==> src/rtl/pa2f_pkg.sv <==
package pa2f_pkg;

    localparam int unsigned PACKETS_PER_FRAME = 128;
    localparam int unsigned BYTES_PER_PACKET  = 8192;

    localparam logic [8:0] PPF_LIMIT = 9'(PACKETS_PER_FRAME);
    localparam logic [7:0] LAST_IDX  = 8'(PACKETS_PER_FRAME - 1);
    localparam logic [7:0] COUNT_MAX = 8'd255;

    localparam int unsigned QUEUE_DEPTH = 4;
    localparam int unsigned QUEUE_AW    = $clog2(QUEUE_DEPTH);

    typedef enum logic [1:0] {
        KIND_PLACE = 2'd0,
        KIND_DONE  = 2'd1,
        KIND_DROP  = 2'd2
    } t_kind;

    typedef enum logic [1:0] {
        STEP_CLOSE_OLD = 2'd0,
        STEP_PLACE     = 2'd1,
        STEP_CLOSE_NEW = 2'd2
    } t_step;

    typedef struct packed {
        logic [63:0] packet_pulse;
        logic [63:0] packet_frame_number;
        logic [31:0] packet_debug_word;
        logic [7:0]  packet_index;
    } t_in_item;

    typedef struct packed {
        t_kind       result_kind;
        logic [63:0] frame_pulse;
        logic [63:0] frame_number_out;
        logic [31:0] frame_debug_out;
        logic [7:0]  module_out;
        logic [7:0]  packets_received;
        logic [19:0] write_offset;
        logic        start_of_frame;
        logic        last_result;
    } t_out_item;

    typedef struct packed {
        logic        drop;
        logic        close_first;
        logic        close_last;
        logic        start;
        logic [63:0] old_pulse;
        logic [63:0] old_fnum;
        logic [31:0] old_debug;
        logic [7:0]  old_count;
        logic [63:0] pulse;
        logic [63:0] fnum;
        logic [31:0] debug;
        logic [7:0]  count;
        logic [19:0] offset;
    } t_cmd;

    typedef struct packed {
        logic valid;
        t_cmd cmd;
    } t_queue_head;

endpackage

==> src/rtl/pa2f_front.sv <==
module pa2f_front (
    input  logic               i_clk,
    input  logic               i_rst_n,
    input  logic               i_accept,
    input  pa2f_pkg::t_in_item i_item,
    output pa2f_pkg::t_cmd     o_cmd
);

    logic        r_open;
    logic [7:0]  r_count;
    logic [63:0] r_pulse;
    logic [63:0] r_fnum;
    logic [31:0] r_debug;

    logic        bad;
    logic        differs;
    logic        opening;
    logic        is_last;
    logic [7:0]  base;
    logic [7:0]  cnt;

    always_comb begin
        bad     = {1'b0, i_item.packet_index} >= pa2f_pkg::PPF_LIMIT;
        differs = r_open && (r_pulse != i_item.packet_pulse);
        opening = !r_open || differs;
        is_last = i_item.packet_index == pa2f_pkg::LAST_IDX;
        base    = opening ? 8'd0 : r_count;
        cnt     = (base == pa2f_pkg::COUNT_MAX) ? base : base + 8'd1;

        o_cmd.drop        = bad;
        o_cmd.close_first = !bad && differs;
        o_cmd.close_last  = !bad && is_last;
        o_cmd.start       = !bad && opening;
        o_cmd.old_pulse   = r_pulse;
        o_cmd.old_fnum    = r_fnum;
        o_cmd.old_debug   = r_debug;
        o_cmd.old_count   = r_count;
        if (bad || opening) begin
            o_cmd.pulse = i_item.packet_pulse;
            o_cmd.fnum  = i_item.packet_frame_number;
            o_cmd.debug = i_item.packet_debug_word;
        end else begin
            o_cmd.pulse = r_pulse;
            o_cmd.fnum  = r_fnum;
            o_cmd.debug = r_debug;
        end
        o_cmd.count  = bad ? r_count : cnt;
        o_cmd.offset = bad ? 20'd0
                     : 20'(32'(i_item.packet_index) * pa2f_pkg::BYTES_PER_PACKET);
    end

    always_ff @(posedge i_clk) begin
        if (!i_rst_n) begin
            r_open  <= 1'b0;
            r_count <= 8'd0;
        end else if (i_accept && !bad) begin
            r_open  <= !is_last;
            r_count <= is_last ? 8'd0 : cnt;
        end
    end

    always_ff @(posedge i_clk) begin
        if (i_accept && !bad && opening) begin
            r_pulse <= i_item.packet_pulse;
            r_fnum  <= i_item.packet_frame_number;
            r_debug <= i_item.packet_debug_word;
        end
    end

endmodule

==> src/rtl/pa2f_fifo.sv <==
module pa2f_fifo (
    input  logic                  i_clk,
    input  logic                  i_rst_n,
    input  logic                  i_push,
    input  pa2f_pkg::t_cmd        i_cmd,
    input  logic                  i_pop,
    output logic                  o_full,
    output pa2f_pkg::t_queue_head o_head
);

    pa2f_pkg::t_cmd r_mem [pa2f_pkg::QUEUE_DEPTH];

    logic [pa2f_pkg::QUEUE_AW-1:0] r_wr_ptr;
    logic [pa2f_pkg::QUEUE_AW-1:0] r_rd_ptr;
    logic [pa2f_pkg::QUEUE_AW:0]   r_fill;

    always_comb begin
        o_full       = r_fill == (pa2f_pkg::QUEUE_AW + 1)'(pa2f_pkg::QUEUE_DEPTH);
        o_head.valid = r_fill != '0;
        o_head.cmd   = r_mem[r_rd_ptr];
    end

    always_ff @(posedge i_clk) begin
        if (!i_rst_n) begin
            r_wr_ptr <= '0;
            r_rd_ptr <= '0;
            r_fill   <= '0;
        end else begin
            if (i_push) begin
                r_wr_ptr <= r_wr_ptr + 1'b1;
            end
            if (i_pop) begin
                r_rd_ptr <= r_rd_ptr + 1'b1;
            end
            if (i_push && !i_pop) begin
                r_fill <= r_fill + 1'b1;
            end else if (!i_push && i_pop) begin
                r_fill <= r_fill - 1'b1;
            end
        end
    end

    always_ff @(posedge i_clk) begin
        if (i_push) begin
            r_mem[r_wr_ptr] <= i_cmd;
        end
    end

endmodule

==> src/rtl/pa2f_back.sv <==
module pa2f_back (
    input  logic                  i_clk,
    input  logic                  i_rst_n,
    input  pa2f_pkg::t_queue_head i_head,
    input  logic [7:0]            i_module_number,
    output logic                  o_pop,
    output logic                  o_out_valid,
    input  logic                  i_out_ready,
    output pa2f_pkg::t_out_item   o_out_item
);

    pa2f_pkg::t_step     r_step;
    pa2f_pkg::t_step     n_step;
    pa2f_pkg::t_step     eff;
    pa2f_pkg::t_out_item res;
    logic                r_out_valid;
    pa2f_pkg::t_out_item r_out_item;
    logic                load;

    always_comb begin
        if (r_step == pa2f_pkg::STEP_CLOSE_OLD && !i_head.cmd.close_first) begin
            eff = pa2f_pkg::STEP_PLACE;
        end else begin
            eff = r_step;
        end

        res.module_out     = i_module_number;
        res.write_offset   = 20'd0;
        res.start_of_frame = 1'b0;
        res.frame_pulse    = i_head.cmd.pulse;
        res.frame_number_out = i_head.cmd.fnum;
        res.frame_debug_out  = i_head.cmd.debug;
        res.packets_received = i_head.cmd.count;
        res.result_kind    = pa2f_pkg::KIND_PLACE;
        res.last_result    = 1'b0;
        n_step             = r_step;

        unique case (eff)
            pa2f_pkg::STEP_CLOSE_OLD: begin
                res.result_kind      = pa2f_pkg::KIND_DONE;
                res.frame_pulse      = i_head.cmd.old_pulse;
                res.frame_number_out = i_head.cmd.old_fnum;
                res.frame_debug_out  = i_head.cmd.old_debug;
                res.packets_received = i_head.cmd.old_count;
                n_step               = pa2f_pkg::STEP_PLACE;
            end
            pa2f_pkg::STEP_PLACE: begin
                if (i_head.cmd.drop) begin
                    res.result_kind = pa2f_pkg::KIND_DROP;
                    res.last_result = 1'b1;
                end else begin
                    res.result_kind    = pa2f_pkg::KIND_PLACE;
                    res.write_offset   = i_head.cmd.offset;
                    res.start_of_frame = i_head.cmd.start;
                    res.last_result    = !i_head.cmd.close_last;
                end
                n_step = pa2f_pkg::STEP_CLOSE_NEW;
            end
            pa2f_pkg::STEP_CLOSE_NEW: begin
                res.result_kind = pa2f_pkg::KIND_DONE;
                res.last_result = 1'b1;
            end
            default: begin
                res.last_result = 1'b1;
            end
        endcase

        load  = i_head.valid && (!r_out_valid || i_out_ready);
        o_pop = load && res.last_result;
        if (!load) begin
            n_step = r_step;
        end else if (res.last_result) begin
            n_step = pa2f_pkg::STEP_CLOSE_OLD;
        end

        o_out_valid = r_out_valid;
        o_out_item  = r_out_item;
    end

    always_ff @(posedge i_clk) begin
        if (!i_rst_n) begin
            r_step      <= pa2f_pkg::STEP_CLOSE_OLD;
            r_out_valid <= 1'b0;
        end else begin
            r_step      <= n_step;
            r_out_valid <= load || (r_out_valid && !i_out_ready);
        end
    end

    always_ff @(posedge i_clk) begin
        if (load) begin
            r_out_item <= res;
        end
    end

endmodule

==> src/rtl/packet_to_frame_assembler_core.sv <==
// Packet-to-frame assembler. Each input item is one packet header; the block
// tracks the frame being assembled and emits one to three result items per
// input item: an optional completion of a frame closed by a new pulse, the
// placement (or a drop for a bad packet index), and an optional completion
// when the frame's final packet arrives. The last result of an input item
// carries last_result.
// The input channel takes one item per cycle while the internal command
// queue (four entries) has room. The output register delivers one result
// per cycle while the receiver is ready, so an input item occupies it for
// one to three results. An accepted item is written into the command queue,
// and its results are then registered in the output register.
// When the receiver stalls, the output register holds its item, the queue
// fills, and input ready drops once the queue is full.
// The configuration channel is always ready; module_number is copied to
// every result and should be written only while the block is idle.
// Reset clears the open frame, the packet count, the queue and the output
// valid; module_number resets to zero.
module packet_to_frame_assembler_core (
    input  logic                i_clk,
    input  logic                i_rst_n,
    input  logic                i_in_valid,
    output logic                o_in_ready,
    input  pa2f_pkg::t_in_item  i_in_item,
    output logic                o_out_valid,
    input  logic                i_out_ready,
    output pa2f_pkg::t_out_item o_out_item,
    input  logic                i_cfg_valid,
    output logic                o_cfg_ready,
    input  logic [7:0]          i_cfg_data
);

    logic                  module_set;
    logic [7:0]            r_module;
    logic                  accept;
    logic                  q_full;
    logic                  q_pop;
    pa2f_pkg::t_cmd        cmd;
    pa2f_pkg::t_queue_head head;

    assign o_cfg_ready = 1'b1;
    assign o_in_ready  = !q_full;
    assign accept      = i_in_valid && !q_full;
    assign module_set  = r_module != 8'd0;

    always_ff @(posedge i_clk) begin
        if (!i_rst_n) begin
            r_module <= 8'd0;
        end else if (i_cfg_valid) begin
            r_module <= i_cfg_data;
        end
    end

    pa2f_front u_front (
        .i_clk   (i_clk),
        .i_rst_n (i_rst_n),
        .i_accept(accept),
        .i_item  (i_in_item),
        .o_cmd   (cmd)
    );

    pa2f_fifo u_fifo (
        .i_clk  (i_clk),
        .i_rst_n(i_rst_n),
        .i_push (accept),
        .i_cmd  (cmd),
        .i_pop  (q_pop),
        .o_full (q_full),
        .o_head (head)
    );

    pa2f_back u_back (
        .i_clk          (i_clk),
        .i_rst_n        (i_rst_n),
        .i_head         (head),
        .i_module_number(r_module),
        .o_pop          (q_pop),
        .o_out_valid    (o_out_valid),
        .i_out_ready    (i_out_ready),
        .o_out_item     (o_out_item)
    );

`ifndef ASSERT_OFF
    a_done_nonempty: assert property (@(posedge i_clk) disable iff (!i_rst_n)
        (o_out_valid && o_out_item.result_kind == pa2f_pkg::KIND_DONE)
        |-> (o_out_item.packets_received != 8'd0))
        else $error("completed frame reports no packets");

    a_drop_shape: assert property (@(posedge i_clk) disable iff (!i_rst_n)
        (o_out_valid && o_out_item.result_kind == pa2f_pkg::KIND_DROP)
        |-> (o_out_item.last_result && !o_out_item.start_of_frame
             && o_out_item.write_offset == 20'd0))
        else $error("dropped item result malformed");

    a_start_first: assert property (@(posedge i_clk) disable iff (!i_rst_n)
        (o_out_valid && o_out_item.start_of_frame)
        |-> (o_out_item.result_kind == pa2f_pkg::KIND_PLACE
             && o_out_item.packets_received == 8'd1))
        else $error("start of frame not on first placement");

    a_module_copy: assert property (@(posedge i_clk) disable iff (!i_rst_n)
        (o_out_valid && !module_set) |-> (o_out_item.module_out == 8'd0))
        else $error("module identifier not copied from register");
`endif

endmodule

==> config.mk <==
export PLATFORM = sky130hd
export DESIGN_NAME = packet_to_frame_assembler_core
export DESIGN_NICKNAME = d
export VERILOG_FILES = /design/src/rtl/pa2f_pkg.sv /design/src/rtl/pa2f_front.sv /design/src/rtl/pa2f_fifo.sv /design/src/rtl/pa2f_back.sv /design/src/rtl/packet_to_frame_assembler_core.sv
export SDC_FILE = /design/constraint.sdc
export NUM_CORES = 1
export LEC_CHECK = 0
export ABC_CLOCK_PERIOD_IN_PS = 11400
export CAP_MARGIN = 20
export CORE_MARGIN = 3
export CORE_UTILIZATION = 39
export DETAILED_ROUTE_END_ITERATION = 12
export DONT_BUFFER_PORTS = 1
export RECOVER_POWER = 50
export SETUP_SLACK_MARGIN = 0.1
export SLEW_MARGIN = 20
export SYNTH_ARGS = -nofsm -noshare
export SYNTH_HDL_FRONTEND = slang
export SYNTH_HIERARCHICAL = 1
export SYNTH_SLANG_ARGS = --single-unit
==> constraint.sdc <==
create_clock -name i_clk -period 11.4 [get_ports i_clk]
set_input_delay 0 -clock i_clk [delete_from_list [all_inputs] [get_ports i_clk]]
set_output_delay 0 -clock i_clk [all_outputs]
set_load 0.05 [all_outputs]
==> summary.md <==
| Metric | Value |
|---|---|
| Slew Viols, Final | `496` |
| GRT Util Overall | `16.3%` |
| Synth Register Bits | `1829` |
| Antenna Nets Post-Route | `0` |
| Root buffer cell | `clkbuf_16` |
| Crit-path leading delay family | `buffers and inverters` |
| Grt met3 use | `3.51%` |
| Clk sinks | `1829` |
| VDD IR-drop max | `193 uV` |
| Crit path capture type | `register` |
| Ys flop type | `edfxtp_1` |
| Syn-to-layout area delta | `16.8%` |
| First-pass GRT wire length | `218000 um` |
| Cell count after synthesis | `2933` |
| Tcrit/Tclk final | `64.1%` |
| Net Sw Frac | `31.3%` |
| DIE WIDTH | `427 um` |
| Slowest cell on the critical path | `dfxtp_1` |
| Largest net degree at the start of global routing | `129` |
| Core area | `175000 sq um` |
| Relative max-transition margin | `-173%` |
| Wire per inst | `25.6 um` |
| DR vias/cell | `5.15` |
| Critical path required time | `11.95 ns` |
| Initial core utilization | `39.5%` |
| Kind of critical path | `register to register` |
| Clk buf depth | `3` |
| Syn. warnings | `6` |
| Num CTS Buffers | `188` |
| Peak Freq | `137 MHz` |
| FP Rows | `153` |
| Synth area leaders | `edfxtp_1 (78%), mux4_2 (12%), mux2_2 (1.9%)` |
| Int Power | `0.0137 W` |
| Sequential area share after synthesis | `79.1%` |
| Worst setup SP type | `register` |
| Net Switching | `0.00624 W` |
| TritonRoute pass-1 iters | `5` |
| Failing checks | `max-capacitance violations, max-slew violations` |
| Vias | `30000` |
| Worst-skew pair later-pin latency | `0.82 ns` |
| Status | `finished with violations` |
| Grt ovf | `0` |
| Initial antenna violation count | `8` |
| Post-synth EDFFs | `1800` |
| Setup TNS Final | `0 ns` |
| Fin. Hold Viols | `0` |
| Crit path cell chain | `mux4_2 -> nor3b_4 -> clkbuf_1 -> buf_4 -> buf_4 -> mux2_1` |
| Routability cong. | `0.711` |
| Unrepaired setup endpoints after global routing | `false` |
| Most common cell on crit path | `buf_4` |
| Final clock skew | `0.0384 ns` |
| Unique masters post-synth | `46` |
| Cts repair resizes | `0` |
| Die Y | `427 um` |
| Critical path data arrival time | `7.86 ns` |
| Share of cells above drive strength 1 | `23.6%` |
| Max-capacitance violation count | `12` |
| Power per cell area | `247 nW/um^2` |
| Post-Syn Area per Cell | `23.6 sq um` |
| Number of global-route vias before repair | `31800` |
| Part of the power in registers | `53.5%` |
| Critical Path Fanout Max | `47` |
| CTS tree | `yes` |
| Final setup fails | `0` |
| Area share of the largest cell type after synthesis | `78.2%` |
| Post-layout net count | `3529` |
| Initial DRC Count | `2158` |
| Min Hold Slack | `0.0827 ns` |
| Comb power frac | `17.2%` |
| CTS H-tree depth | `4` |
| Mapped Area | `69100 sq um` |
| Met1 Use GR | `20.9%` |
| IO Pins | `384` |
| Min-Delay Path Class | `input port to register` |
| Port Buffers | `0` |
| DP HPWL | `80500 um` |
| CP max stage delay | `2.04 ns` |
| Area leader, netlist | `edfxtp_1` |
| Final min period | `7.31 ns` |
| Buf/Inv on CP | `3` |
| Static Leakage | `25.4 nW` |
| FFs w/ async S/R, synth | `0%` |
| Busiest grt layer | `met2` |
| Total power draw | `0.0199 W` |
| Worst-margin pin slew | `4.10 ns` |
| WL final | `149000 um` |
| Clock network power share | `29.3%` |
| Met2 Use GR | `27.6%` |
| DR DRC count | `0` |
| Clk pin slew, worst setup/hold paths | `0.06 ns` |
| Reg-to-reg slack, setup | `4.09 ns` |
| Die ar. | `182000 sq um` |
-- cell usage in the layout, fill, tap and decap left out, types with 4 or more instances in the layout --
cell and n:
dfxtp_1 28, nand2b_1 4, clkinv_16 6, dlygate4sd3_1 358, edfxtp_1 1800, and3_1 7
buf_4 35, and2_0 5, nand4_1 6, buf_12 6, nor4_1 16, nor2_1 8
conb_1 14, bufinv_16 9, nand3_1 13, inv_1 13, nand2_1 7, and2_1 26
o21ai_0 11, clkbuf_1 51, mux2_2 117, mux2i_1 12, a21oi_1 19, ha_1 6
nor2b_1 23, mux2_1 109, mux2_4 40, mux4_2 360, clkinvlp_4 9, clkbuf_16 191
clkinv_1 40, xor2_1 67, clkinv_2 32
-- metrics by stage --
stage	setup WS, ns	cells	utilization, %	instance area [sq um]
after floorplan	1.60	2945	-	69100
after global placement	5.58	5118	40.7	71200
after detailed placement	5.52	5118	40.7	71200
after CTS	5.49	5819	46.2	80800
after global routing	3.67	5820	46.1	80700
final	4.09	5822	46.1	80700
-- metal layers --
| layer | wire length [um] | share of wire [%] |
|---|---|---|
| met1 | 60800 | 41 |
| met2 | 76100 | 51 |
| met3 | 7610 | 5.1 |
| met4 | 4370 | 2.9 |
| met5 | 7 | 0.0047 |
-- area by class of cell --
type                    instances  area, sq um
repair buffers                406         3990
fillers                     14400        94200
diodes                          3         7.51
clock inverters               106          968
inverters                      15         57.6
multi-input cells             901        13200
clock buffers                 237         4970
well taps                    2325         2910
flip-flops and latches       1829        54600
-- repair_timing --
item,CTS,global route
buffers inserted,0,0
hold endpoints to repair,1004,0
hold buffers,358,0
-- synth_stat cells (23+ instances only) --
| cell type | count |
|---|---|
| buf_6 | 35 |
| mux2_2 | 117 |
| mux4_2 | 360 |
| buf_4 | 35 |
| xor2_1 | 67 |
| edfxtp_1 | 1800 |
| clkbuf_1 | 78 |
| dfxtp_1 | 29 |
| buf_2 | 47 |
| and2_1 | 31 |
| nor2b_1 | 23 |
| mux2_1 | 109 |
| mux2_4 | 40 |
-- power by group through the flow --
stage	Clock, W	Sequential, W	Combinational, W
after floorplan	0	0.0107	0.00257
after global placement	0	0.0108	0.00336
after detailed placement	0	0.0108	0.00338
after CTS	0.00602	0.0107	0.00354
after global routing	0.00631	0.0108	0.00371
final	0.00585	0.0107	0.00342
-- final timing paths --
| check | start | to | cells past startpoint |
|---|---|---|---|
| worst min-delay path | i_in_item[163] | u_fifo/r_mem[0][183] | 1 |
| worst min register to register | r_module[4] | u_back/o_out_item[34] | 0 |
| worst max-delay path | register | u_back/o_out_item[182] | 6 |
| worst max register to register | register | u_back/o_out_item[182] | 6 |
-- flip-flops by register name, summed over array words and instances, names as in the netlist, named ones only --
signal	count
u_back/o_out_valid	1
r_module	8
u_back/r_step	2
u_fifo/r_mem	1440
u_fifo/r_wr_ptr	2
u_front/r_count	8
u_fifo/r_rd_ptr	2
u_front/r_debug	32
u_front/r_fnum	64
u_fifo/r_fill	3
u_front/r_pulse	64
u_front/r_open	1
u_back/o_out_item	200
-- logic make-up (layout without fill, tap and decap cells) --
family / after synthesis / in the layout / share of synthesized area, %
DFF: 1829 / 1829 / 79.1
xor gates and xnor gates: 69 / 69 / 0.875
adders and majority gates: 7 / 7 / 0.138
and+or+nand+nor: 129 / 129 / 1.13
buffers and inverters: 215 / 764 / 1.94
other: 2 / 17 / 0.0109
muxes: 638 / 638 / 16.5
AOI/OAI and AO/OA: 44 / 44 / 0.371
Power figures use the tool's default switching activity.
